`src/design/ctc_pkg.sv`:
```
// ----------------------------------------------------------------------------
// ctc_pkg
// Shared types and constants for the countdown timer controller: mode,
// event, message and status codes, field widths and register reset values.
// ----------------------------------------------------------------------------
package ctc_pkg;

    localparam int unsigned CMD_W   = 2;
    localparam int unsigned PHASE_W = 4;
    localparam int unsigned MODE_W  = 3;
    localparam int unsigned DISP_W  = 16;
    localparam int unsigned MSG_W   = 3;
    localparam int unsigned STAT_W  = 2;
    localparam int unsigned STEP_W  = 10;
    localparam int unsigned SET_W   = 16;
    localparam int unsigned PROD_W  = 32;
    localparam int unsigned CFG_IDX_W  = 2;
    localparam int unsigned CFG_DATA_W = STEP_W;

    localparam logic [STEP_W-1:0]  STEP_RESET         = 10'd60;
    localparam logic [PHASE_W-1:0] BEEP_PHASE_RESET   = 4'd5;
    localparam logic [PHASE_W-1:0] SECOND_PHASE_RESET = 4'd10;

    typedef enum logic [MODE_W-1:0] {
        M_IDLE  = 3'd0,
        M_SET   = 3'd1,
        M_COUNT = 3'd2,
        M_PAUSE = 3'd3,
        M_STAT  = 3'd4
    } mode_t;

    typedef enum logic [CMD_W-1:0] {
        EV_TICK  = 2'd0,
        EV_INC   = 2'd1,
        EV_DEC   = 2'd2,
        EV_START = 2'd3
    } cmd_t;

    typedef enum logic [MSG_W-1:0] {
        MSG_NONE    = 3'd0,
        MSG_SETTIME = 3'd1,
        MSG_PROD    = 3'd2,
        MSG_PAUSED  = 3'd3,
        MSG_CLEAR   = 3'd4
    } msg_t;

    typedef enum logic [STAT_W-1:0] {
        ST_IGNORED = 2'd0,
        ST_HANDLED = 2'd1,
        ST_TRANS   = 2'd2
    } status_t;

    typedef enum logic [CFG_IDX_W-1:0] {
        CFG_STEP         = 2'd0,
        CFG_BEEP_PHASE   = 2'd1,
        CFG_SECOND_PHASE = 2'd2
    } cfg_idx_t;

endpackage

```
`src/design/countdown_timer_controller.sv`:
```
// ----------------------------------------------------------------------------
// countdown_timer_controller
// Five-mode countdown timer state machine: one event word in, one result
// word out, with set, elapsed and productive time kept in saturating counters.
// ----------------------------------------------------------------------------
//  channel | direction | handshake          | payload
//  s_      | in        | s_valid / s_ready  | s_cmd, s_phase
//  m_      | out       | m_valid / m_ready  | m_mode, m_show_time, m_display_seconds,
//          |           |                    | m_message, m_beep, m_status
//  cfg_    | in        | cfg_we             | cfg_index, cfg_wdata
//
// one event word per cycle; its result appears in the output register in the
// cycle after acceptance, set by the single mode/counter update between the two
// a new word is taken while the output register is empty or being drained
// a stalled result holds the input side until m_ready rises
// reset (aresetn low, synchronous) puts the timer in idle with all counts zero
// ----------------------------------------------------------------------------
module countdown_timer_controller (
    input  logic                              aclk,
    input  logic                              aresetn,
    // event channel
    input  logic                              s_valid,
    output logic                              s_ready,
    input  logic [ctc_pkg::CMD_W-1:0]         s_cmd,
    input  logic [ctc_pkg::PHASE_W-1:0]       s_phase,
    // result channel
    output logic                              m_valid,
    input  logic                              m_ready,
    output logic [ctc_pkg::MODE_W-1:0]        m_mode,
    output logic                              m_show_time,
    output logic [ctc_pkg::DISP_W-1:0]        m_display_seconds,
    output logic [ctc_pkg::MSG_W-1:0]         m_message,
    output logic                              m_beep,
    output logic [ctc_pkg::STAT_W-1:0]        m_status,
    // configuration
    input  logic                              cfg_we,
    input  logic [ctc_pkg::CFG_IDX_W-1:0]     cfg_index,
    input  logic [ctc_pkg::CFG_DATA_W-1:0]    cfg_wdata
);
    import ctc_pkg::*;

    logic [STEP_W-1:0]  step_reg;
    logic [PHASE_W-1:0] beep_phase_reg;
    logic [PHASE_W-1:0] second_phase_reg;

    mode_t              mode_reg, mode_next;
    logic [SET_W-1:0]   set_reg, set_next;
    logic [SET_W-1:0]   elapsed_reg, elapsed_next;
    logic [PROD_W-1:0]  prod_reg, prod_next;

    logic               m_valid_reg;
    mode_t              m_mode_reg;
    logic               m_show_reg, show_next;
    logic [DISP_W-1:0]  m_disp_reg, disp_next;
    msg_t               m_msg_reg, msg_next;
    logic               m_beep_reg, beep_next;
    status_t            m_status_reg, status_next;

    logic               accept;
    cmd_t               cmd;
    logic               tick_sec;
    logic               tick_beep;
    logic [SET_W:0]     set_plus;
    logic [SET_W-1:0]   set_inc;
    logic               dec_ok;
    logic [SET_W-1:0]   set_dec;
    logic [SET_W-1:0]   set_m1;
    logic [SET_W-1:0]   elapsed_inc;
    logic [SET_W-1:0]   elapsed_exit;
    logic [PROD_W:0]    prod_sum;
    logic [PROD_W-1:0]  prod_exit;
    logic [DISP_W-1:0]  prod_disp;

    assign s_ready = !m_valid_reg || m_ready;
    assign accept  = s_valid && s_ready;
    assign cmd     = cmd_t'(s_cmd);

    // ---------------- shared arithmetic ----------------
    assign tick_sec  = (cmd == EV_TICK) && (s_phase == second_phase_reg);
    assign tick_beep = (cmd == EV_TICK) && (s_phase == beep_phase_reg);

    assign set_plus = {1'b0, set_reg} + {{(SET_W+1-STEP_W){1'b0}}, step_reg};
    assign set_inc  = set_plus[SET_W] ? {SET_W{1'b1}} : set_plus[SET_W-1:0];
    assign dec_ok   = set_reg >= {{(SET_W-STEP_W){1'b0}}, step_reg};
    assign set_dec  = set_reg - {{(SET_W-STEP_W){1'b0}}, step_reg};
    assign set_m1   = set_reg - {{(SET_W-1){1'b0}}, 1'b1};

    assign elapsed_inc = (elapsed_reg == {SET_W{1'b1}}) ? elapsed_reg
                       : elapsed_reg + {{(SET_W-1){1'b0}}, 1'b1};

    // a countdown tick that lands on zero counts its second before leaving
    assign elapsed_exit = (cmd == EV_TICK && set_reg != '0) ? elapsed_inc : elapsed_reg;
    assign prod_sum  = {1'b0, prod_reg} + {{(PROD_W+1-SET_W){1'b0}}, elapsed_exit};
    assign prod_exit = prod_sum[PROD_W] ? {PROD_W{1'b1}} : prod_sum[PROD_W-1:0];
    assign prod_disp = (prod_reg[PROD_W-1:DISP_W] != '0) ? {DISP_W{1'b1}}
                     : prod_reg[DISP_W-1:0];

    // ---------------- next mode ----------------
    always_comb begin
        mode_next = mode_reg;
        unique case (mode_reg)
            M_IDLE: begin
                if (cmd == EV_START)     mode_next = M_STAT;
                else if (cmd == EV_INC)  mode_next = M_SET;
            end
            M_SET: begin
                if (cmd == EV_START)     mode_next = M_COUNT;
            end
            M_COUNT: begin
                if (cmd == EV_START)     mode_next = M_PAUSE;
                else if (tick_sec && (set_reg == '0 || set_m1 == '0))
                                         mode_next = M_IDLE;
            end
            M_PAUSE: begin
                if (cmd == EV_START)     mode_next = M_COUNT;
                else if (cmd == EV_INC)  mode_next = M_SET;
                else if (cmd == EV_DEC && dec_ok)
                                         mode_next = M_SET;
            end
            M_STAT: begin
                if (tick_sec)            mode_next = M_IDLE;
            end
            default: mode_next = mode_reg;
        endcase
    end

    // ---------------- counters and result word ----------------
    always_comb begin
        set_next     = set_reg;
        elapsed_next = elapsed_reg;
        prod_next    = prod_reg;
        show_next    = 1'b0;
        disp_next    = '0;
        msg_next     = MSG_NONE;
        beep_next    = 1'b0;
        status_next  = ST_IGNORED;
        unique case (mode_reg)
            M_IDLE: begin
                if (cmd == EV_START) begin
                    set_next     = '0;
                    elapsed_next = '0;
                    show_next    = 1'b1;
                    disp_next    = prod_disp;
                    msg_next     = MSG_PROD;
                    status_next  = ST_TRANS;
                end else if (cmd == EV_INC) begin
                    set_next    = set_inc;
                    show_next   = 1'b1;
                    disp_next   = set_inc;
                    msg_next    = MSG_CLEAR;
                    status_next = ST_TRANS;
                end else if (tick_beep) begin
                    beep_next   = 1'b1;
                    status_next = ST_HANDLED;
                end
            end
            M_SET: begin
                if (cmd == EV_START) begin
                    msg_next    = MSG_CLEAR;
                    status_next = ST_TRANS;
                end else if (cmd == EV_INC) begin
                    set_next    = set_inc;
                    show_next   = 1'b1;
                    disp_next   = set_inc;
                    status_next = ST_HANDLED;
                end else if (cmd == EV_DEC) begin
                    set_next    = dec_ok ? set_dec : set_reg;
                    show_next   = 1'b1;
                    disp_next   = dec_ok ? set_dec : set_reg;
                    status_next = ST_HANDLED;
                end
            end
            M_COUNT: begin
                if (cmd == EV_START) begin
                    prod_next    = prod_exit;
                    elapsed_next = '0;
                    msg_next     = MSG_PAUSED;
                    status_next  = ST_TRANS;
                end else if (cmd == EV_TICK) begin
                    status_next = ST_HANDLED;
                    if (tick_sec) begin
                        if (set_reg == '0 || set_m1 == '0) begin
                            // reaching zero: fold elapsed into productive, back to idle
                            prod_next    = prod_exit;
                            set_next     = '0;
                            elapsed_next = '0;
                            show_next    = 1'b1;
                            disp_next    = '0;
                            msg_next     = MSG_SETTIME;
                            status_next  = ST_TRANS;
                        end else begin
                            set_next     = set_m1;
                            elapsed_next = elapsed_inc;
                            show_next    = 1'b1;
                            disp_next    = set_m1;
                        end
                    end
                end
            end
            M_PAUSE: begin
                if (cmd == EV_START) begin
                    msg_next    = MSG_CLEAR;
                    status_next = ST_TRANS;
                end else if (cmd == EV_INC) begin
                    set_next    = set_inc;
                    show_next   = 1'b1;
                    disp_next   = set_inc;
                    msg_next    = MSG_CLEAR;
                    status_next = ST_TRANS;
                end else if (cmd == EV_DEC && dec_ok) begin
                    set_next    = set_dec;
                    show_next   = 1'b1;
                    disp_next   = set_dec;
                    msg_next    = MSG_CLEAR;
                    status_next = ST_TRANS;
                end
            end
            M_STAT: begin
                if (tick_sec) begin
                    set_next     = '0;
                    elapsed_next = '0;
                    show_next    = 1'b1;
                    disp_next    = '0;
                    msg_next     = MSG_SETTIME;
                    status_next  = ST_TRANS;
                end
            end
            default: status_next = ST_IGNORED;
        endcase
    end

    // ---------------- configuration registers ----------------
    always_ff @(posedge aclk) begin
        if (!aresetn) begin
            step_reg         <= STEP_RESET;
            beep_phase_reg   <= BEEP_PHASE_RESET;
            second_phase_reg <= SECOND_PHASE_RESET;
        end else if (cfg_we) begin
            unique case (cfg_index)
                CFG_STEP:         step_reg         <= cfg_wdata;
                CFG_BEEP_PHASE:   beep_phase_reg   <= cfg_wdata[PHASE_W-1:0];
                CFG_SECOND_PHASE: second_phase_reg <= cfg_wdata[PHASE_W-1:0];
                default: ;
            endcase
        end
    end

    // ---------------- timer state ----------------
    always_ff @(posedge aclk) begin
        if (!aresetn) begin
            mode_reg    <= M_IDLE;
            set_reg     <= '0;
            elapsed_reg <= '0;
            prod_reg    <= '0;
        end else if (accept) begin
            mode_reg    <= mode_next;
            set_reg     <= set_next;
            elapsed_reg <= elapsed_next;
            prod_reg    <= prod_next;
        end
    end

    // ---------------- output register ----------------
    always_ff @(posedge aclk) begin
        if (!aresetn) begin
            m_valid_reg <= 1'b0;
        end else if (accept) begin
            m_valid_reg <= 1'b1;
        end else if (m_ready) begin
            m_valid_reg <= 1'b0;
        end
    end

    always_ff @(posedge aclk) begin
        if (accept) begin
            m_mode_reg   <= mode_next;
            m_show_reg   <= show_next;
            m_disp_reg   <= disp_next;
            m_msg_reg    <= msg_next;
            m_beep_reg   <= beep_next;
            m_status_reg <= status_next;
        end
    end

    assign m_valid           = m_valid_reg;
    assign m_mode            = m_mode_reg;
    assign m_show_time       = m_show_reg;
    assign m_display_seconds = m_disp_reg;
    assign m_message         = m_msg_reg;
    assign m_beep            = m_beep_reg;
    assign m_status          = m_status_reg;

    // ---------------- assertions ----------------
    // result word reports the mode the timer actually moved to
    a_mode_tracks: assert property (@(posedge aclk) disable iff (!aresetn)
        accept |=> (m_mode == mode_reg))
        else $error("result mode differs from timer mode");

    // beeps only come from idle
    a_beep_idle: assert property (@(posedge aclk) disable iff (!aresetn)
        (m_valid && m_beep) |-> (m_mode == M_IDLE))
        else $error("beep outside idle");

    // no redraw means a blank display value
    a_disp_blank: assert property (@(posedge aclk) disable iff (!aresetn)
        (m_valid && !m_show_time) |-> (m_display_seconds == '0))
        else $error("display value without redraw");

    // idle always holds a cleared set time
    a_idle_clear: assert property (@(posedge aclk) disable iff (!aresetn)
        (mode_reg == M_IDLE) |-> (set_reg == '0))
        else $error("set time nonzero in idle");

    // elapsed time only accumulates while counting down
    a_elapsed_count: assert property (@(posedge aclk) disable iff (!aresetn)
        (mode_reg != M_COUNT) |-> (elapsed_reg == '0))
        else $error("elapsed time nonzero outside countdown");

endmodule

```
`config.mk`:
```
export PLATFORM = sky130hd
export DESIGN_NAME = countdown_timer_controller
export DESIGN_NICKNAME = d
export VERILOG_FILES = /design/src/design/ctc_pkg.sv /design/src/design/countdown_timer_controller.sv
export SDC_FILE = /design/constraint.sdc
export NUM_CORES = 1
export LEC_CHECK = 0
export BUFFER_PORTS_ARGS = -buffer_cell sky130_fd_sc_hd__buf_2
export CAP_MARGIN = 10
export CORE_MARGIN = 5
export CORE_UTILIZATION = 57
export DETAILED_ROUTE_END_ITERATION = 8
export PLACE_DENSITY = 0.74
export SLEW_MARGIN = 20
export SYNTH_ARGS = -nofsm -noshare
export SYNTH_HDL_FRONTEND = slang
export SYNTH_SLANG_ARGS = --single-unit
```
`constraint.sdc`:
```
create_clock -name aclk -period 4.96 [get_ports aclk]
set_clock_uncertainty 0.05 [all_clocks]
set_input_delay 0.744 -clock aclk [delete_from_list [all_inputs] [get_ports aclk]]
set_output_delay 0.744 -clock aclk [all_outputs]
set_load 0.05 [all_outputs]
```
Word level (Yosys, flattened, before mapping)

Index checks and enable logic that the tools add are counted.

Bits in registers: 112
Latch bits: 0
Bits in writable memories: 0
Memory bits (read-only): 0
Bits of input ports: 23
Output and inout bits: 28
Logic and storage cells: 168
Memories: 0

Add/sub/neg operators: 5
Multipliers: 0
Divide/modulo/power cells: 0
$lt $le $gt $ge: 1
Eq/ne operators: 24
Shift operators: 0
Muxes and demuxes: 94
Bitwise gates (word level): 1
Reductions and logical operators: 29

Operators by type and width:

| operator              | count |
|---|---|
| $mux 16               | 34 |
| $mux 32               | 5 |
| $pmux 16 s5           | 1 |
| $pmux 16 s4           | 1 |
| $pmux 16 s3           | 1 |
| $mux 3                | 15 |
| $add 32x16->33        | 1 |
| $logic_not 16->1      | 2 |
| $reduce_bool 16->1    | 2 |
| $pmux 3 s5            | 2 |
| $mux 2                | 12 |
| $mux 1                | 21 |
| $add 16x10->17        | 1 |
| $add 16x1->16 const B | 1 |
| $eq 16x16->1 const B  | 1 |
| $ge 16x10->1          | 1 |
| $sub 16x1->16 const B | 1 |
| $sub 16x10->16        | 1 |
| $ne 3x3->1 const B    | 5 |
| $ne 2x2->1 const B    | 7 |
| $reduce_and 11->1     | 1 |
| $pmux 2 s5            | 1 |
| $eq 4x4->1            | 2 |
| $reduce_bool 2->1     | 4 |
| 18 further kinds      | 31 |

Depth between registers and ports, before layout

Word-level depth: 9
Mapped depth: 22
Depth with buffers taken out: 19

Worst setup path before layout

No wires, ideal clock.

Kind: register -> register
Start: register set_reg[1]
End: register prod_reg[21]
Arrival time: 4.838 ns
Setup slack: -0.050 ns
Cell stages (with the launch flop): 21
Buffers on the path: 1
Period minus slack after synthesis: 5.010 ns
Cells stage by stage: dfxtp_1 -> inv_1 -> ha_1 -> or3b_2 -> buf_2 -> nor4_4 -> nand3_1 -> nand2_1 -> nor2_1 -> xor2_1 -> ha_1 -> inv_1 -> fa_1 -> nor2b_1 -> o31ai_1 -> o21ai_0 -> o41ai_1 -> o21ai_1 -> nand3_1 -> nand2_1 -> o311a_1

Cells in the longest elaborated chain, start to end: 9
Elaborated cells between the ends (all ways): 15
Classes of those cells: add/sub (2); mux (6); reduce/logical (7)

Ends and longest elaborated chain:

| item                   | line                              | RTL |
|---|---|---|
| start, declared        | countdown_timer_controller.sv:47  | `logic [SET_W-1:0] set_reg, set_next;` |
| start signal, assigned | countdown_timer_controller.sv:257 | `set_reg <= set_next;` |
| $reduce_bool 16->1     | countdown_timer_controller.sv:92  | `assign elapsed_exit = (cmd == EV_TICK && set_reg != '0) ? elapsed_inc : elapsed_reg;` |
| $logic_and 1x1->1      | countdown_timer_controller.sv:92  |  |
| $mux 16                | countdown_timer_controller.sv:92  |  |
| $add 32x16->33         | countdown_timer_controller.sv:93  | `assign prod_sum = {1'b0, prod_reg} + {{(PROD_W+1-SET_W){1'b0}}, elapsed_exit};` |
| $mux 32                | countdown_timer_controller.sv:94  | `assign prod_exit = prod_sum[PROD_W] ? {PROD_W{1'b1}} : prod_sum[PROD_W-1:0];` |
| $mux 32                | countdown_timer_controller.sv:182 | `if (set_reg == '0 \|\| set_m1 == '0) begin` |
| $mux 32                | countdown_timer_controller.sv:181 | `if (tick_sec) begin` |
| $mux 32                | countdown_timer_controller.sv:179 | `end else if (cmd == EV_TICK) begin` |
| $mux 32                | countdown_timer_controller.sv:174 | `if (cmd == EV_START) begin` |
| end signal, assigned   | countdown_timer_controller.sv:259 | `prod_reg <= prod_next;` |
| end, declared          | countdown_timer_controller.sv:49  | `logic [PROD_W-1:0] prod_reg, prod_next;` |

Parallel ways exist; a longest one is shown, timed or not. The select of a mux whose other input is x is not followed.
A chain may end at the register's enable or synchronous reset.

Worst setup path after layout

Start: register set_reg[0]
End: register prod_reg[25]

The elaborated chain is that of the path after synthesis.

==> results summary <==
The clock network latency to the later pin of the worst-skew pair is 0.36 ns. The synthesized area divided by synthesized cell count came out at 7.78 um^2. In this run the most critical hold path is launched from step_reg[6]. Counting flops with an async set or reset pin after synthesis yields a share of 0. The first TritonRoute pass finished after 6 iterations. STA classifies the critical path endpoint as a register.

Following the worst setup path forward leads to its endpoint at prod_reg[25]. Clock-pin slew was measured on the worst setup and hold paths at 0.08 ns. In the layout the commonest cells are sky130_fd_sc_hd__nor2_1 (112), sky130_fd_sc_hd__a21oi_1 (99), sky130_fd_sc_hd__nand2_1 (94).

The register with the most flip-flops in the layout has 32 of them. The number of sinks handled by clock tree synthesis came out at roughly 110. By area the synthesized netlist is led by sky130_fd_sc_hd__dfxtp_1 (19%), sky130_fd_sc_hd__edfxtp_1 (8.5%), sky130_fd_sc_hd__ha_1 (6.0%). The register bit total from synthesis is around 110. Data on the critical path is required at its endpoint by 5.13 ns. The class of the most critical setup path is reg -> reg. The maximum number of pins on one net before global-route repair is 55. The clock passes through at most 2 buffers.

The number of antenna violations at the first check in global routing is 0. After detailed routing, the number of remaining DRC violations is 0. The detail route stage leaves a number of antenna-violating nets equal to 0.

The CTS tree is done. The sequential share of the synthesized area is 0.272. The biggest fanout along the worst timing path came out at 6.

Setup repair after global routing left no endpoint under its margin. The total power consumption of the routed design is 2.73 mW. Of the post-synthesis cell area, the dominant cell type holds 0.187. The number of enable-type register cells in the synthesized netlist is 26. For this run, the post-layout net count is 1283.

The leakage power is between 3 and 4 nW. The initial core utilization is 0.580. The synthesized area came out at just over 9000 um^2.

The die outline area came out at 18800 um^2. The count of cell types in the netlist came out at 79. CTS built an H-tree with a depth of 3. The most used flip-flop cell after synthesis is sky130_fd_sc_hd__dfxtp_1. The area growth from synthesis to final layout is 9.29%.

The worst setup path is launched from a register. The arrival time at the worst endpoint came out at 4.82 ns. The most common cell after layout, fill and taps aside is sky130_fd_sc_hd__nor2_1.

The count of buffers inserted at the top-level ports came out at 50. The number of DRC markers in iteration 0 is 1268. The ratio of total power to cell area came out at around 270 nW/um^2. Of the available clock period, the critical path in the final layout requires 0.938. The total count of hold-check failures in the final report came out at 0. The vias after detailed routing came out at ~9600. Dividing the detail-routed wire length by the instance count gives between 20 and 25 um. The count of endpoints failing setup in the final report came out at 0. The wire length of the first global-routing pass is ~47000 um. The via count of the first global-routing pass came out at ~8500. The remaining max-slew budget at the tightest pin came out at 0.299.

The biggest area contributor in the post-synthesis netlist is sky130_fd_sc_hd__dfxtp_1. Derived from the worst setup path, the maximum achievable clock frequency is ~0.21 GHz. The max capacitance violation total is 0. The overall global routing resource usage came out at 0.316. The ratio of routed vias to standard cells is 6.72. The run finished with clean final reports.

The number of CTS-inserted buffers came out at 9. Global routing finished with a remaining overflow of 0. The overall die width is 137 um.

Tracing the worst setup path back leads to its startpoint at set_reg[0]. The cell count after synthesis is about 1200. The fraction of layout instances using a drive strength above 1 is 0.134. The worst reg-to-reg path cell count came out at 18. The final weighted congestion in routability-driven placement is approximately 1.0. The final routed wirelength across all metal layers is between 30000 and 40000 um. The startpoint identified for the worst register-to-register timing path is set_reg[0].

After floorplanning, the core was sized to cover approximately 16000 um^2. The synthesized netlist net count is 1254. Measured along the y axis, the die boundary spans 137 um. The count of yosys warnings during synthesis is 0. The final count of pins violating max slew was 0. The actual transition at the worst max-transition pin came out at 1.04 ns. The peak supply drop is 0.186 mV.

51 I/O pins were placed. The post-detailed-placement half-perimeter wirelength came out at 21800 um. The share of the core filled with cells is 0.634. The endpoint identified for the worst register-to-register timing path is prod_reg[25].

The root buffer cell chosen for the clock tree is sky130_fd_sc_hd__clkbuf_16. The number of rows created at floorplan is 46. Counting I/O delays and the setup requirement, the final critical path takes about 4.7 ns.

The minimum setup slack among reg-to-reg paths is between 0.3 and 0.4 ns. The worst hold path belongs to the class reg -> reg. The number of buffers inserted by hold repair at cts came out at 0.
==> cell families (layout without fill, tap and decap cells) <==
logic type,count (synthesis),in the layout,share of synthesized area
AO/OA/AOI/OAI,398,398,0.295
XOR/XNOR,57,57,0.0542
adder cells (fa/ha/maj),47,47,0.0663
buffers and inverters,132,166,0.0620
flip-flops,112,112,0.272
multiplexers,22,22,0.0246
other,0,1,0
AND/OR/NAND/NOR,416,416,0.226
==> power breakdown <==
part | switching (mW) | internal [mW]
registers | 0.0244 | 0.977
clock network | 0.375 | 0.363
logic | 0.654 | 0.333
total | 1.05 | 1.67
==> worst min-delay path by stage <==
stage / end / slack, ns / cells after the start
after floorplan: step_reg[1] / 0.40 / 2
after global placement: step_reg[6] / 0.42 / 2
after detailed placement: step_reg[6] / 0.42 / 2
final: step_reg[6] / 0.43 / 2
after CTS: step_reg[6] / 0.43 / 2
after global routing: step_reg[7] / 0.45 / 2
==> per-layer routing <==
| metal | GRT usage | up-vias | share of wire |
|---|---|---|---|
| met1 | 0.434 | 4480 | 0.41 |
| met5 | 0 | - | 0 |
| met2 | 0.493 | 564 | 0.45 |
| met4 | 0.126 | 0 | 0.040 |
| li1 | - | 4498 | - |
| met3 | 0.0526 | 107 | 0.10 |
==> Yosys cell counts, drive strengths merged (18+ instances only) <==
cell and number:
o211ai 23, nand3 47, xnor2 28, nor3 39, o221ai 32, nor4 21
buf 24, o21ai 76, xor2 29, a311oi 18, ha 44, dfxtp 86
nor2 112, a21oi 100, o21a 19, edfxtp 26, nand2 95, clkbuf 60
inv 48
==> critical path, cell delays in order (launching register included) <==
cell                       delay (ns)
sky130_fd_sc_hd__dfxtp_1         0.32
sky130_fd_sc_hd__inv_1           0.10
sky130_fd_sc_hd__ha_1            0.18
sky130_fd_sc_hd__or3b_2          0.54
sky130_fd_sc_hd__nor4_4          0.28
sky130_fd_sc_hd__nand3_1         0.21
sky130_fd_sc_hd__and2_1          0.30
sky130_fd_sc_hd__nand2_1         0.18
sky130_fd_sc_hd__nor2_1          0.08
sky130_fd_sc_hd__xor2_1          0.16
sky130_fd_sc_hd__ha_1            0.36
sky130_fd_sc_hd__and4_1          0.23
sky130_fd_sc_hd__o21ai_0         0.07
sky130_fd_sc_hd__o21ai_0         0.16
sky130_fd_sc_hd__o41ai_2         0.44
sky130_fd_sc_hd__o21a_1          0.23
sky130_fd_sc_hd__nor2_1          0.11
sky130_fd_sc_hd__nor3_2          0.35
sky130_fd_sc_hd__a311oi_1        0.14
==> layout make-up <==
type,count,area (um^2)
tap,216,270
sequential,112,2500
fill,1426,5820
timing repair buffer,102,641
antenna,1,2.50
clock inverter,6,52.6
inverter,48,180
multi-input combinational,940,6180
clock buffer,10,239
==> repair_timing <==
| action | 4_1_cts | 5_1_grt |
|---|---|---|
| setup buffers | 1 | 0 |
| resized for setup | 1 | 4 |
| pin swaps | 1 | 1 |
| setup endpoints to repair | 6 | 24 |
==> metrics by stage <==
stage               TNS, ns  worst slack, ns  cell area (um^2)  hold slack, ns  cells
detailed placement   -0.143          -0.0518              9740           0.419   1417
finish                    0            0.307             10100           0.429   1435
global placement          0            0.171              9740           0.416   1417
global route              0           0.0101             10100           0.454   1434
CTS                       0           0.0555             10000           0.430   1434
floorplan                 0            0.144              9220           0.404   1184
No activity file was read; power rests on OpenSTA's default activity.
